**src/design/mrgm_pkg.sv**
```systemverilog
package mrgm_pkg;

   // mesh geometry
   localparam int MAX_DIMS       = 8;
   localparam int RANK_BITS      = 16;
   localparam int DIM_SIZE_BITS  = 8;

   // fixed register and field widths
   localparam int SELF_RANK_BITS = 16;
   localparam int NUM_DIMS_BITS  = 4;
   localparam int SIZES_BITS     = 64;
   localparam int CSR_DATA_BITS  = 64;
   localparam int CSR_INDEX_BITS = 2;
   localparam int ENTRY_BITS     = 8;
   localparam int CAND_BITS      = 16;

   localparam int DIM_IDX_BITS   = (MAX_DIMS > 1) ? $clog2(MAX_DIMS) : 1;
   localparam int DIM_CNT_BITS   = $clog2(MAX_DIMS + 1);

   // divider: quotient bits retired per cycle
   localparam int BITS_PER_STEP     = 4;
   localparam int DIV_STEPS         = (RANK_BITS + BITS_PER_STEP - 1) / BITS_PER_STEP;
   localparam int DIV_PAD_BITS      = DIV_STEPS * BITS_PER_STEP;
   localparam int DIV_STEP_CNT_BITS = (DIV_STEPS > 1) ? $clog2(DIV_STEPS) : 1;

   typedef enum logic [CSR_INDEX_BITS-1:0] {
      CSR_SELF_RANK = 2'd0,
      CSR_NUM_DIMS  = 2'd1,
      CSR_DIM_SIZES = 2'd2
   } csr_index_type;

   typedef enum logic {
      OP_MAP_ENTRY = 1'b0,
      OP_CANDIDATE = 1'b1
   } op_type;

   localparam logic signed [ENTRY_BITS-1:0] MAP_NOT_SPLIT = -8'sd1;

   typedef enum logic [1:0] {
      ST_IDLE,
      ST_DIGIT,
      ST_DIV,
      ST_DONE
   } state_type;

   typedef struct packed {
      logic                          operation;
      logic signed [ENTRY_BITS-1:0]  map_entry;
      logic [CAND_BITS-1:0]          candidate_rank;
      logic                          last_candidate;
   } req_type;

   typedef struct packed {
      logic [CAND_BITS-1:0] rank_out;
      logic                 matched;
      logic                 map_invalid;
      logic                 shape_invalid;
      logic                 last;
   } rsp_type;

   typedef struct packed {
      logic                     start;
      logic [DIM_SIZE_BITS-1:0] divisor;
      logic [RANK_BITS-1:0]     dividend_a;
      logic [RANK_BITS-1:0]     dividend_b;
   } div_cmd_type;

   typedef struct packed {
      logic                     done;
      logic [RANK_BITS-1:0]     quot_a;
      logic [RANK_BITS-1:0]     quot_b;
      logic [DIM_SIZE_BITS-1:0] rem_a;
      logic [DIM_SIZE_BITS-1:0] rem_b;
   } div_rsp_type;

   function automatic logic [DIM_CNT_BITS-1:0] dims_in_use(
      input logic [NUM_DIMS_BITS-1:0] n
   );
      return (int'(n) > MAX_DIMS) ? DIM_CNT_BITS'(MAX_DIMS) : DIM_CNT_BITS'(n);
   endfunction

   // sizes past the top of the register read as zero
   function automatic logic [DIM_SIZE_BITS-1:0] dim_size(
      input logic [SIZES_BITS-1:0]   sizes,
      input logic [DIM_IDX_BITS-1:0] d
   );
      logic [SIZES_BITS-1:0] sh;
      sh = sizes >> (DIM_SIZE_BITS * int'(d));
      return sh[DIM_SIZE_BITS-1:0];
   endfunction

endpackage

```
**src/design/mrgm_divider.sv**
```systemverilog
module mrgm_divider
   import mrgm_pkg::*;
(
   input  logic        clock,
   input  logic        reset,
   input  div_cmd_type cmd,
   output div_rsp_type sts
);

   logic                         busy_ff, busy_in;
   logic                         done_ff, done_in;
   logic [DIV_STEP_CNT_BITS-1:0] step_ff, step_in;
   logic [DIM_SIZE_BITS-1:0]     divisor_ff, divisor_in;
   logic [DIV_PAD_BITS-1:0]      dvd_a_ff, dvd_a_in, dvd_b_ff, dvd_b_in;
   logic [DIM_SIZE_BITS-1:0]     rem_a_ff, rem_a_in, rem_b_ff, rem_b_in;
   logic [DIV_PAD_BITS-1:0]      nxt_dvd_a, nxt_dvd_b;
   logic [DIM_SIZE_BITS-1:0]     nxt_rem_a, nxt_rem_b;

   // BITS_PER_STEP restoring steps; quotient bits shift in where dividend bits leave
   function automatic logic [DIV_PAD_BITS+DIM_SIZE_BITS-1:0] div_steps(
      input logic [DIV_PAD_BITS-1:0]  dvd,
      input logic [DIM_SIZE_BITS-1:0] rem,
      input logic [DIM_SIZE_BITS-1:0] dsr
   );
      logic [DIV_PAD_BITS-1:0]  q;
      logic [DIM_SIZE_BITS-1:0] r;
      logic [DIM_SIZE_BITS:0]   t;
      q = dvd;
      r = rem;
      for (int i = 0; i < BITS_PER_STEP; i++) begin
         t = {r, q[DIV_PAD_BITS-1]};
         q = {q[DIV_PAD_BITS-2:0], 1'b0};
         if (t >= {1'b0, dsr}) begin
            t    = t - {1'b0, dsr};
            q[0] = 1'b1;
         end
         r = t[DIM_SIZE_BITS-1:0];
      end
      return {q, r};
   endfunction

   always_comb begin
      {nxt_dvd_a, nxt_rem_a} = div_steps(dvd_a_ff, rem_a_ff, divisor_ff);
      {nxt_dvd_b, nxt_rem_b} = div_steps(dvd_b_ff, rem_b_ff, divisor_ff);
   end

   always_comb begin
      busy_in    = busy_ff;
      done_in    = 1'b0;
      step_in    = step_ff;
      divisor_in = divisor_ff;
      dvd_a_in   = dvd_a_ff;
      dvd_b_in   = dvd_b_ff;
      rem_a_in   = rem_a_ff;
      rem_b_in   = rem_b_ff;
      if (!busy_ff && cmd.start) begin
         busy_in    = 1'b1;
         step_in    = '0;
         divisor_in = cmd.divisor;
         dvd_a_in   = DIV_PAD_BITS'(cmd.dividend_a);
         dvd_b_in   = DIV_PAD_BITS'(cmd.dividend_b);
         rem_a_in   = '0;
         rem_b_in   = '0;
      end else if (busy_ff) begin
         dvd_a_in = nxt_dvd_a;
         dvd_b_in = nxt_dvd_b;
         rem_a_in = nxt_rem_a;
         rem_b_in = nxt_rem_b;
         step_in  = step_ff + 1'b1;
         if (int'(step_ff) == DIV_STEPS - 1) begin
            busy_in = 1'b0;
            done_in = 1'b1;
         end
      end
   end

   always_ff @(posedge clock) begin
      if (reset) begin
         busy_ff <= 1'b0;
         done_ff <= 1'b0;
         step_ff <= '0;
      end else begin
         busy_ff <= busy_in;
         done_ff <= done_in;
         step_ff <= step_in;
      end
   end

   always_ff @(posedge clock) begin
      divisor_ff <= divisor_in;
      dvd_a_ff   <= dvd_a_in;
      dvd_b_ff   <= dvd_b_in;
      rem_a_ff   <= rem_a_in;
      rem_b_ff   <= rem_b_in;
   end

   assign sts.done   = done_ff;
   assign sts.quot_a = dvd_a_ff[RANK_BITS-1:0];
   assign sts.quot_b = dvd_b_ff[RANK_BITS-1:0];
   assign sts.rem_a  = rem_a_ff;
   assign sts.rem_b  = rem_b_ff;

endmodule

```
**src/design/mesh_rank_group_match_unit.sv**
```systemverilog
// channel   ports                          direction  carries
// req       req_valid req_stall req_data   in         map entry or candidate rank
// rsp       rsp_valid rsp_stall rsp_data   out        one result per candidate
// csr       csr_we csr_index csr_wdata     in         register write, no wait
//
// a map entry is taken without stalling and yields no result
// a candidate yields one digit per dimension in use, and each nonzero-size digit runs
// through the shared divider, 4 quotient bits a cycle; a zero-size digit skips the divider
// req_stall stays high from candidate accept until its result is in the output register
// a held result does not block map entries; reset is synchronous and clears the mask
module mesh_rank_group_match_unit
   import mrgm_pkg::*;
(
   input  logic                      clock,
   input  logic                      reset,
   input  logic                      req_valid,
   output logic                      req_stall,
   input  req_type                   req_data,
   output logic                      rsp_valid,
   input  logic                      rsp_stall,
   output rsp_type                   rsp_data,
   input  logic                      csr_we,
   input  logic [CSR_INDEX_BITS-1:0] csr_index,
   input  logic [CSR_DATA_BITS-1:0]  csr_wdata
);

   state_type state_ff, state_in;

   logic [SELF_RANK_BITS-1:0] self_rank_ff;
   logic [NUM_DIMS_BITS-1:0]  num_dims_ff;
   logic [SIZES_BITS-1:0]     dim_sizes_ff;

   logic [MAX_DIMS-1:0]     split_mask_ff, split_mask_in;
   logic                    map_bad_ff, map_bad_in;
   logic [RANK_BITS-1:0]    own_ff, own_in, cand_ff, cand_in;
   logic [CAND_BITS-1:0]    rank_ff, rank_in;
   logic                    last_ff, last_in;
   logic [DIM_CNT_BITS-1:0] k_ff, k_in, nd_ff, nd_in;
   logic                    match_ff, match_in;
   logic                    shape_bad_ff, shape_bad_in;
   logic                    rsp_valid_ff, rsp_valid_in;
   rsp_type                 rsp_ff, rsp_in;

   logic                     req_take, emit, digit_left, entry_bad;
   logic [DIM_CNT_BITS-1:0]  nd_now, dim_sel;
   logic [DIM_SIZE_BITS-1:0] size_cur;
   div_cmd_type              div_cmd;
   div_rsp_type              div_sts;

   mrgm_divider u_div (
      .clock (clock),
      .reset (reset),
      .cmd   (div_cmd),
      .sts   (div_sts)
   );

   assign req_stall = (state_ff != ST_IDLE);
   assign req_take  = req_valid && !req_stall;
   assign rsp_valid = rsp_valid_ff;
   assign rsp_data  = rsp_ff;

   assign nd_now     = dims_in_use(num_dims_ff);
   assign digit_left = (k_ff < nd_ff);
   // digit k counts from the least significant dimension
   assign dim_sel    = nd_ff - 1'b1 - k_ff;
   assign size_cur   = dim_size(dim_sizes_ff, dim_sel[DIM_IDX_BITS-1:0]);
   assign emit       = (state_ff == ST_DONE) && (!rsp_valid_ff || !rsp_stall);

   assign entry_bad = req_data.map_entry[ENTRY_BITS-1]
                      || (ENTRY_BITS'(req_data.map_entry[ENTRY_BITS-2:0])
                          >= ENTRY_BITS'(nd_now));

   assign div_cmd.start      = (state_ff == ST_DIGIT) && digit_left && (size_cur != '0);
   assign div_cmd.divisor    = size_cur;
   assign div_cmd.dividend_a = own_ff;
   assign div_cmd.dividend_b = cand_ff;

   // next state
   always_comb begin
      state_in = state_ff;
      case (state_ff)
         ST_IDLE: begin
            if (req_take && req_data.operation == OP_CANDIDATE) state_in = ST_DIGIT;
         end
         ST_DIGIT: begin
            if (!digit_left) state_in = ST_DONE;
            else if (size_cur != '0) state_in = ST_DIV;
         end
         ST_DIV: begin
            if (div_sts.done) state_in = ST_DIGIT;
         end
         ST_DONE: begin
            if (emit) state_in = ST_IDLE;
         end
         default: state_in = ST_IDLE;
      endcase
   end

   // datapath and outputs
   always_comb begin
      split_mask_in = split_mask_ff;
      map_bad_in    = map_bad_ff;
      own_in        = own_ff;
      cand_in       = cand_ff;
      rank_in       = rank_ff;
      last_in       = last_ff;
      k_in          = k_ff;
      nd_in         = nd_ff;
      match_in      = match_ff;
      shape_bad_in  = shape_bad_ff;
      rsp_valid_in  = rsp_valid_ff && rsp_stall;
      rsp_in        = rsp_ff;

      case (state_ff)
         ST_IDLE: begin
            if (req_take) begin
               if (req_data.operation == OP_CANDIDATE) begin
                  own_in       = RANK_BITS'(self_rank_ff);
                  cand_in      = RANK_BITS'(req_data.candidate_rank);
                  rank_in      = CAND_BITS'(RANK_BITS'(req_data.candidate_rank));
                  last_in      = req_data.last_candidate;
                  k_in         = '0;
                  nd_in        = nd_now;
                  match_in     = 1'b1;
                  shape_bad_in = 1'b0;
               end else if (req_data.map_entry != MAP_NOT_SPLIT) begin
                  if (entry_bad) begin
                     map_bad_in = 1'b1;
                  end else begin
                     split_mask_in = split_mask_ff
                        | (MAX_DIMS'(1) << req_data.map_entry[DIM_IDX_BITS-1:0]);
                  end
               end
            end
         end
         ST_DIGIT: begin
            if (digit_left && size_cur == '0) begin
               shape_bad_in = 1'b1;
               k_in         = k_ff + 1'b1;
            end
         end
         ST_DIV: begin
            if (div_sts.done) begin
               if (split_mask_ff[k_ff[DIM_IDX_BITS-1:0]] && div_sts.rem_a != div_sts.rem_b)
                  match_in = 1'b0;
               own_in  = div_sts.quot_a;
               cand_in = div_sts.quot_b;
               k_in    = k_ff + 1'b1;
            end
         end
         ST_DONE: begin
            if (emit) begin
               rsp_valid_in         = 1'b1;
               rsp_in.rank_out      = rank_ff;
               rsp_in.matched       = match_ff && !shape_bad_ff && !map_bad_ff;
               rsp_in.map_invalid   = map_bad_ff;
               rsp_in.shape_invalid = shape_bad_ff;
               rsp_in.last          = last_ff;
               if (last_ff) begin
                  split_mask_in = '0;
                  map_bad_in    = 1'b0;
               end
            end
         end
         default: ;
      endcase
   end

   always_ff @(posedge clock) begin
      if (reset) begin
         state_ff      <= ST_IDLE;
         split_mask_ff <= '0;
         map_bad_ff    <= 1'b0;
         rsp_valid_ff  <= 1'b0;
         self_rank_ff  <= '0;
         num_dims_ff   <= NUM_DIMS_BITS'(1);
         dim_sizes_ff  <= SIZES_BITS'(1);
      end else begin
         state_ff      <= state_in;
         split_mask_ff <= split_mask_in;
         map_bad_ff    <= map_bad_in;
         rsp_valid_ff  <= rsp_valid_in;
         if (csr_we) begin
            case (csr_index)
               CSR_SELF_RANK: self_rank_ff <= csr_wdata[SELF_RANK_BITS-1:0];
               CSR_NUM_DIMS:  num_dims_ff  <= csr_wdata[NUM_DIMS_BITS-1:0];
               CSR_DIM_SIZES: dim_sizes_ff <= csr_wdata[SIZES_BITS-1:0];
               default: ;
            endcase
         end
      end
   end

   always_ff @(posedge clock) begin
      own_ff       <= own_in;
      cand_ff      <= cand_in;
      rank_ff      <= rank_in;
      last_ff      <= last_in;
      k_ff         <= k_in;
      nd_ff        <= nd_in;
      match_ff     <= match_in;
      shape_bad_ff <= shape_bad_in;
      rsp_ff       <= rsp_in;
   end

endmodule

```
**config.mk**
```make
export PLATFORM = sky130hd
export DESIGN_NAME = mesh_rank_group_match_unit
export DESIGN_NICKNAME = d
export VERILOG_FILES = /design/src/design/mrgm_pkg.sv /design/src/design/mrgm_divider.sv /design/src/design/mesh_rank_group_match_unit.sv
export SDC_FILE = /design/constraint.sdc
export NUM_CORES = 1
export LEC_CHECK = 0
export BUFFER_PORTS_ARGS = -buffer_cell sky130_fd_sc_hd__buf_2
export CAP_MARGIN = 40
export CORE_MARGIN = 2
export CORE_UTILIZATION = 45
export DETAILED_ROUTE_END_ITERATION = 16
export PLACE_DENSITY = 0.65
export SLEW_MARGIN = 20
export SYNTH_ARGS = -nofsm -noshare
export SYNTH_HDL_FRONTEND = slang
export SYNTH_SLANG_ARGS = --single-unit
```
**constraint.sdc**
```tcl
create_clock -name clock -period 9.41 [get_ports clock]
set_input_delay 0.941 -clock clock [delete_from_list [all_inputs] [get_ports clock]]
set_output_delay 0.941 -clock clock [all_outputs]
set_load 0.005 [all_outputs]
```
==> results.py, run 1 <==
metrics = {
    "status": {
        "outcome": "finished, final reports clean",
    },
    "layout": {
        "final_area_um2": 14700,
        "syn_to_final_growth_pct": 14.8,
        "num_antenna_cells": 0,
        "drive_gt1_share_pct": 24.0,
        "nets": 1522,
    },
    "placed_design": {
        "dp_hpwl_um": 22300,
        "portBuffers": 118,
        "dp_slack_ns": 0.759,
        "place.gp.congestion": 0.919,
        "dpl_cell_area_um2": 13900,
    },
    "clock_network": {
        "htreeDepth": 1,
        "postCtsHoldBufs": 0,
        "clock_latency_ns": 0.52,
        "post_cts_resized": 0,
        "clk_pin_slew_ns": 0.06,
        "cts_buffers": 25,
        "cts.sinks": 235,
        "clk_path_buf_depth": 3,
        "cts-root-buf": "clkbuf_16",
        "post_cts_buffers": 0,
        "cts_tree": "yes",
    },
    "logic_synthesis": {
        "yosys-top-cells-count": "nand2_1 (207), a21oi_1 (124), edfxtp_1 (119)",
        "yosysMostFrequentCell": "nand2_1",
        "synth_async_sr_flop_share_pct": 0,
        "synth_top_area_share_pct": 28.0,
        "syn_area_per_cell_um2": 10.5,
        "synthMuxAreaShare_pct": 13.2,
        "yosys-top-cells-area": "edfxtp_1 (28%), dfxtp_1 (18%), mux2_2 (8.2%)",
        "synthSimpleGateAreaFrac_pct": 12.7,
        "ys.flop_type": "edfxtp_1",
        "synth_top_area_cell": "edfxtp_1",
        "synth_warnings": 0,
        "ys_seq_area_share_pct": 46.2,
        "ys_seq_elements": 235,
        "synth_compound_area_share_pct": 11.7,
        "synth-adder-area-share_pct": 9.25,
        "synth_edf_count": 119,
        "postSynthCellCount": 1213,
        "synth_nets": 1399,
        "synthXorXnorAreaFrac_pct": 3.64,
        "ys_types": 69,
        "synth_top_family_by_area": "multiplexers",
        "synth_area_um2": 12800,
    },
    "die": {
        "die_x_um": 172,
        "start_util_pct": 45.8,
        "boundaryPins": 119,
        "row_count": 61,
        "fp.dieArea_um2": 29700,
        "die-height_um": 172,
        "coreArea_um2": 27900,
    },
    "global_routing": {
        "grt_pass1_vias": 9241,
        "grt_overflow": 0,
        "grt_start_max_net_pins": 65,
        "gr-usage-all-layers_pct": 20.6,
        "grt_antenna_before_repair": 0,
        "grt_pass1_wl_um": 48200,
    },
    "worst_hold_path": {
        "min_path_type": "reg -> reg",
        "hold_end": "rsp_data[8]",
        "hold_path_depth": 0,
        "worstHoldStart": "rank_ff[4]",
    },
    "setup_path": {
        "cp_slowest_cell": "dfxtp_1",
        "crit_path_end_kind": "flip-flop",
        "critPathArrivalTime_ns": 9.05,
        "worst_r2r_endpoint": "u_div.rem_a_ff[1]",
        "worst-setup-path-type": "reg -> reg",
        "r2r-start": "u_div.rem_a_ff[5]",
        "r2r_cells": 35,
        "max_stage_delay_ns": 0.45,
        "startpoint_type": "flip-flop",
        "worstPathRequired_ns": 9.79,
        "critical_path_peak_fanout": 14,
        "ff2ff_setup_slack_ns": 0.74,
        "cpMostUsedCell": "o21ai_0",
    },
    "timing": {
        "whs_ns": 0.417,
        "rsz0062_at_grt": "no",
        "fmax_mhz": 115,
        "fin_crit_sh_pct": 92.1,
        "final.setup.tns_ns": 0,
        "skew_ns": 0.0140,
        "maxSlewViolCount": 0,
        "finalHoldViolations": 0,
        "setup_viol": 0,
        "tightestPinTransition_ns": 0.772,
        "slew_headroom_pct": 48.4,
        "setup_ws_ns": 0.745,
        "period_needed_ns": 8.67,
    },
    "drt": {
        "routed_wl_um": 30300,
        "drt_first_pass_iters": 4,
        "routed_via_density": 5.40,
        "initialDrtViolationCount": 578,
        "avgRoutedWirePerCell_um": 17.5,
        "ant_nets": 0,
        "drc": 0,
        "vias": 9354,
    },
    "job": {
        "max-cap-violations": 0,
    },
}
cells in the final DEF (no fill, tap or decap), types with 4 or more instances in the layout:
cell       synthesis  layout
nand2_1          207     207
a21oi_1          124     123
edfxtp_1         119     119
buf_2              8     118
dfxtp_1          116     116
mux2_2            93      93
ha_1              80      80
inv_1             58      58
nor2_1            48      47
xnor2_1           37      37
o21ai_0           26      26
clkbuf_16          0      25
nand3_1           23      23
mux2i_1           22      22
buf_4              0      21
nor2b_1           18      18
a21o_1            18      18
mux4_2            18      18
xor2_1            16      16
nand2b_1          11      11
o21a_1             9       9
nor3_1             9       9
nand4_1            9       9
fa_1               9       9
a211oi_1           8       8
clkinv_2           0       8
a31oi_1            7       7
o311ai_1           7       7
and3_1             6       6
and2_1             6       6
nand3b_1           4       4
o21bai_1           4       4
per-stage QoR:
stage               util [%]  instances
floorplan                  -       1213
global placement        49.5       1681
detailed placement      49.8       1686
CTS                     52.6       1731
global route            52.6       1732
finish                  52.6       1732
cell families (layout without fill, tap and decap cells):
group / after synthesis / after routing
buf+inv: 106 / 247
mux: 134 / 134
compound gates: 234 / 234
fa+ha+maj: 89 / 89
flops: 235 / 235
xor+xnor: 53 / 53
simple gates: 362 / 362
critical path, delay by kind of cell (launching register included):
| family | cells | cell delay [ns] |
|---|---|---|
| buffers and inverters | 2 | 0.36 |
| AND/OR/NAND/NOR | 11 | 2.08 |
| flip-flops | 1 | 0.45 |
| AO/OA/AOI/OAI | 15 | 3.44 |
| adder cells (fa/ha/maj) | 4 | 1.29 |
| multiplexers | 3 | 0.90 |
registers in the layout, indices dropped and copies added (netlist names), 4 cells and up:
name	flops
num_dims_ff	4
u_div.dvd_b_ff	16
k_ff	4
own_ff	16
rsp_data	20
cand_ff	16
rank_ff	16
u_div.rem_b_ff	8
dim_sizes_ff	64
u_div.rem_a_ff	8
u_div.dvd_a_ff	16
split_mask_ff	8
nd_ff	4
self_rank_ff	16
u_div.divisor_ff	8
area by class of cell:
type	count	area [um2]
multi-input combinational	872	6470
timing repair buffer	144	826
clock inverter	15	109
sequential	235	5900
clock buffer	30	664
fill	2494	13200
tap	378	473
inverter	58	218
worst max-delay path by stage:
stage / start / end / slack, ns / depth (start not counted)
floorplan: u_div.divisor_ff[1] / u_div.rem_a_ff[6] / 0.96 / 38
global placement: u_div.rem_a_ff[5] / u_div.rem_a_ff[1] / 0.97 / 35
detailed placement: u_div.rem_a_ff[5] / u_div.rem_a_ff[1] / 0.76 / 36
CTS: u_div.rem_a_ff[5] / u_div.rem_a_ff[1] / 0.73 / 36
global route: u_div.divisor_ff[2] / u_div.rem_a_ff[1] / 0.02 / 38
finish: u_div.rem_a_ff[5] / u_div.rem_a_ff[1] / 0.74 / 35
routing by layer:
| metal | GRT usage (%) | share of wire, % | vias up |
|---|---|---|---|
| li1 | - | - | 4609 |
| met1 | 29.0 | 47 | 4506 |
| met2 | 33.6 | 47 | 196 |
| met3 | 2.45 | 4.2 | 43 |
| met4 | 5.55 | 1.8 | 0 |
| met5 | 0 | 0 | - |
Power of run 1 is left out: the tool's default activity adds up to more than one toggle a clock period on the data nets, which glitch-free logic cannot reach.
==> run 2: changes to the inputs <==
- ABC_AREA: not set -> 1
==> results.py, run 2 <==
metrics = {
    "worst_hold_path": {
        "worstHoldStart": "rank_ff[5]",
        "min_path_type": "reg -> reg",
    },
    "drt": {
        "drt_first_pass_iters": 5,
        "routed_wl_um": 34400,
        "avgRoutedWirePerCell_um": 15.8,
        "ant_nets": 0,
        "routed_via_density": 5.17,
        "initialDrtViolationCount": 810,
        "vias": 11257,
        "drc": 0,
    },
    "logic_synthesis": {
        "ys_seq_area_share_pct": 43.9,
        "synth_async_sr_flop_share_pct": 0,
        "synth_nets": 1852,
        "synth_area_um2": 13400,
        "synth_top_area_share_pct": 26.6,
        "ys.flop_type": "edfxtp_1",
        "synth_edf_count": 119,
        "ys_seq_elements": 235,
        "syn_area_per_cell_um2": 8.07,
        "yosys-top-cells-count": "nand2_1 (392), nor2_1 (243), inv_1 (167)",
        "yosysMostFrequentCell": "nand2_1",
        "ys_types": 58,
        "synth_top_area_cell": "edfxtp_1",
        "postSynthCellCount": 1666,
        "synth_warnings": 0,
        "yosys-top-cells-area": "edfxtp_1 (27%), dfxtp_1 (17%), nand2_1 (11%)",
    },
    "setup_path": {
        "worst-setup-path-type": "reg -> reg",
        "crit_path_end_kind": "flip-flop",
        "cpMostUsedCell": "nand2_1",
        "max_stage_delay_ns": 0.55,
        "critical_path_peak_fanout": 14,
        "path_delay_family": "simple AND/OR/NAND/NOR gates",
        "cp_num_buf_inv": 7,
        "critPathArrivalTime_ns": 7.83,
        "r2r-start": "u_div.divisor_ff[1]",
        "setup.worst_path.start": "u_div.divisor_ff[1]",
        "cp_slowest_cell": "inv_1",
        "worstPathRequired_ns": 9.81,
        "startpoint_type": "flip-flop",
    },
    "timing": {
        "tightestPinTransition_ns": 0.771,
        "setup_viol": 0,
        "period_needed_ns": 7.43,
        "fin_crit_sh_pct": 79.0,
        "maxSlewViolCount": 0,
        "rsz0062_at_grt": "no",
        "whs_ns": 0.417,
        "final.setup.tns_ns": 0,
        "skew_ns": 0.0139,
        "fmax_mhz": 135,
        "slew_headroom_pct": 48.6,
        "finalHoldViolations": 0,
    },
    "job": {
        "max-cap-violations": 0,
    },
    "placed_design": {
        "portBuffers": 118,
        "dp_hpwl_um": 24700,
        "place.gp.congestion": 0.915,
        "dpl_cell_area_um2": 14400,
    },
    "layout": {
        "postLayoutCoreUtil_pct": 51.3,
        "largest_reg_flops": 64,
        "top_register": "dim_sizes_ff",
        "final_common_cell": "nand2_1",
        "nets": 1952,
        "layout_common_cells": "nand2_1 (392), nor2_1 (240), inv_1 (166)",
        "final_area_um2": 15200,
        "syn_to_final_growth_pct": 12.9,
        "drive_gt1_share_pct": 12.8,
    },
    "die": {
        "coreArea_um2": 29600,
        "boundaryPins": 119,
        "die-height_um": 177,
        "row_count": 63,
        "fp.dieArea_um2": 31300,
        "start_util_pct": 45.5,
        "die_x_um": 177,
    },
    "clock_network": {
        "postCtsHoldBufs": 0,
        "cts-root-buf": "clkbuf_16",
        "post_cts_buffers": 0,
        "cts_buffers": 25,
        "htreeDepth": 1,
        "clk_pin_slew_ns": 0.06,
        "clock_latency_ns": 0.51,
        "cts_tree": "yes",
        "clk_path_buf_depth": 3,
        "post_cts_resized": 0,
        "cts.sinks": 235,
    },
    "global_routing": {
        "gr-usage-all-layers_pct": 22.1,
        "grt_start_max_net_pins": 86,
        "grt_overflow": 0,
        "grt_pass1_vias": 10949,
        "grt_antenna_before_repair": 3,
        "grt_pass1_wl_um": 55500,
    },
    "status": {
        "outcome": "finished, final reports clean",
    },
}
[run 2: changes by cell type after synthesis, moves of 19 or more]
cell and delta:
a21oi_1 -58, inv_1 +109, mux2_2 -93, nand2_1 +185
nand3_1 +29, nor2_1 +195, o21ai_0 +102, xnor2_1 -20
xor2_1 +19
[run 2: cell type report]
class / count / area (um2)
clock inverters: 13 / 141
well taps: 390 / 488
fillers: 2881 / 14400
inverters: 180 / 676
flip-flops and latches: 235 / 5900
clock buffers: 32 / 662
diodes: 2 / 5.00
multi-input cells: 1192 / 6570
repair buffers: 132 / 742
[run 2: per-layer routing]
metal / wire length [um] / track usage [%] / vias to the layer above
met1: 15600 / 29.5 / 5190
li1: - / - / 5689
met3: 1670 / 3.03 / 65
met4: 1060 / 6.51 / 0
met5: 0 / 0 / -
met2: 16000 / 37.4 / 313
[run 2: worst paths after layout]
kind,to,depth (start not counted),slack [ns]
worst min-delay path,rsp_data[9],0,0.42
worst min register to register,rsp_data[9],0,0.42
worst max register to register,u_div.rem_b_ff[6],38,1.98
worst max-delay path,u_div.rem_b_ff[6],38,1.98
[run 2: metrics by stage]
| stage | cells | worst slack (ns) |
|---|---|---|
| finish | 2176 | 1.98 |
| global route | 2174 | 1.13 |
| CTS | 2173 | 1.97 |
| detailed placement | 2128 | 1.99 |
| global placement | 2124 | 2.05 |
| floorplan | 1666 | 3.12 |
[run 2: cell families (layout without fill, tap and decap cells)]
| family | count (synthesis) | in the layout | synth area share, % |
|---|---|---|---|
| other | 0 | 2 | 0 |
| adder cells (fa/ha/maj) | 89 | 89 | 8.79 |
| AO/OA/AOI/OAI | 273 | 273 | 11.5 |
| flip-flops | 235 | 235 | 43.9 |
| AND/OR/NAND/NOR | 765 | 765 | 24.1 |
| buffers and inverters | 239 | 357 | 7.39 |
| multiplexers | 12 | 12 | 0.894 |
| XOR/XNOR | 53 | 53 | 3.51 |
Power of run 2 is left out for the same reason.
==> run 3: changes to the inputs <==
- clock period: 9.41 -> 7.6 ns (I/O delays scaled with it)
==> results.py, run 3 (synthesis results as in run 2) <==
metrics = {
    "timing": {
        "slew_headroom_pct": 49.5,
        "final.setup.tns_ns": 0,
        "setup_viol": 0,
        "fmax_mhz": 145,
        "skew_ns": 0.0126,
        "maxSlewViolCount": 0,
        "finalHoldViolations": 0,
        "fin_crit_sh_pct": 90.6,
        "tightestPinTransition_ns": 0.757,
        "period_needed_ns": 6.89,
        "rsz0062_at_grt": "no",
    },
    "layout": {
        "layout_common_cells": "nand2_1 (392), nor2_1 (240), inv_1 (160)",
        "largest_reg_flops": 64,
        "drive_gt1_share_pct": 14.0,
        "nets": 1968,
        "postLayoutCoreUtil_pct": 51.7,
        "syn_to_final_growth_pct": 13.6,
        "final_common_cell": "nand2_1",
        "final_area_um2": 15300,
        "top_register": "dim_sizes_ff",
    },
    "clock_network": {
        "cts-root-buf": "clkbuf_16",
        "clk_path_buf_depth": 3,
        "clk_pin_slew_ns": 0.06,
        "cts.sinks": 235,
        "htreeDepth": 1,
        "clock_latency_ns": 0.51,
        "postCtsHoldBufs": 0,
        "cts_tree": "yes",
        "cts_buffers": 24,
    },
    "worst_hold_path": {
        "hold_path_depth": 0,
        "min_path_type": "reg -> reg",
    },
    "global_routing": {
        "grt_pass1_vias": 10725,
        "grt_start_max_net_pins": 86,
        "grt_pass1_wl_um": 55500,
        "grt_overflow": 0,
        "grt_antenna_before_repair": 3,
        "gr-usage-all-layers_pct": 22.2,
    },
    "die": {
        "die_x_um": 177,
        "boundaryPins": 119,
        "coreArea_um2": 29600,
        "die-height_um": 177,
        "fp.dieArea_um2": 31300,
        "row_count": 63,
        "start_util_pct": 45.5,
    },
    "status": {
        "outcome": "finished, final reports clean",
    },
    "drt": {
        "drc": 0,
        "routed_via_density": 5.14,
        "vias": 11253,
        "routed_wl_um": 34700,
        "ant_nets": 0,
        "drt_first_pass_iters": 5,
        "avgRoutedWirePerCell_um": 15.9,
        "initialDrtViolationCount": 964,
    },
    "setup_path": {
        "startpoint_type": "flip-flop",
        "r2r_cells": 40,
        "worst-setup-path-type": "reg -> reg",
        "max_stage_delay_ns": 0.38,
        "ff2ff_setup_slack_ns": 0.71,
        "worstPathRequired_ns": 7.84,
        "crit_path_end_kind": "flip-flop",
        "critPathArrivalTime_ns": 7.13,
        "critical_path_peak_fanout": 14,
        "cpMostUsedCell": "nand2_1",
        "cp_slowest_cell": "edfxtp_1",
    },
    "placed_design": {
        "dp_hpwl_um": 25500,
        "portBuffers": 118,
        "dpl_cell_area_um2": 14400,
        "place.gp.congestion": 0.931,
    },
    "job": {
        "max-cap-violations": 0,
    },
}
==> run 3: cell count changes in the layout (fill, tap and decap cells not counted), moves of 3 or more <==
cell      previous run  this run
inv_2               12        16
buf_4                9        26
inv_1              166       160
clkinv_1             7         4
==> run 3: path summary, 6_finish.rpt <==
path                                          start           endpoint
worst min register to register           rank_ff[6]       rsp_data[10]
worst min-delay path                     rank_ff[6]       rsp_data[10]
worst max-delay path            u_div.divisor_ff[2]  u_div.dvd_b_ff[0]
worst max register to register  u_div.divisor_ff[2]  u_div.dvd_b_ff[0]
==> run 3: per-stage QoR <==
stage | setup WS (ns) | hold slack [ns] | cells
2_1_floorplan | 1.31 | 0.400 | 1666
3_3_place_gp | 0.400 | 0.401 | 2133
3_5_place_dp | 0.326 | 0.406 | 2138
4_1_cts | 0.285 | 0.412 | 2179
5_1_grt | 0.0285 | 0.421 | 2187
6_report | 0.712 | 0.420 | 2190
==> run 3: routing by layer <==
metal / part of all wire (%) / vias to the layer above / track usage, % / wire length (um)
li1: - / 5712 / - / -
met1: 46 / 5177 / 30.0 / 15900
met2: 47 / 304 / 37.5 / 16300
met3: 4.8 / 60 / 2.99 / 1650
met4: 2.4 / 0 / 5.65 / 845
met5: 0 / - / 0 / 0
==> run 3: repair_timing <==
item                                    in CTS  in global routing
endpoints found under the setup margin       0                  9
buffers inserted                             0                  8
gates resized for setup                      0                 13
==> run 3: layout make-up <==
type / count / area, um2
diodes: 3 / 7.51
inverters: 180 / 683
multi-input cells: 1192 / 6590
fillers: 2817 / 14300
well taps: 390 / 488
clock buffers: 35 / 694
repair buffers: 149 / 862
clock inverters: 6 / 52.6
flip-flops and latches: 235 / 5900
==> run 3: critical path, delay by kind of cell (launching register included) <==
kind	cells	cell delay [ns]
adders and majority gates	4	1.24
AOI/OAI and AO/OA	10	1.71
and+or+nand+nor	21	2.69
buffers and inverters	5	0.58
DFF	1	0.38
Power of run 3 is left out for the same reason.
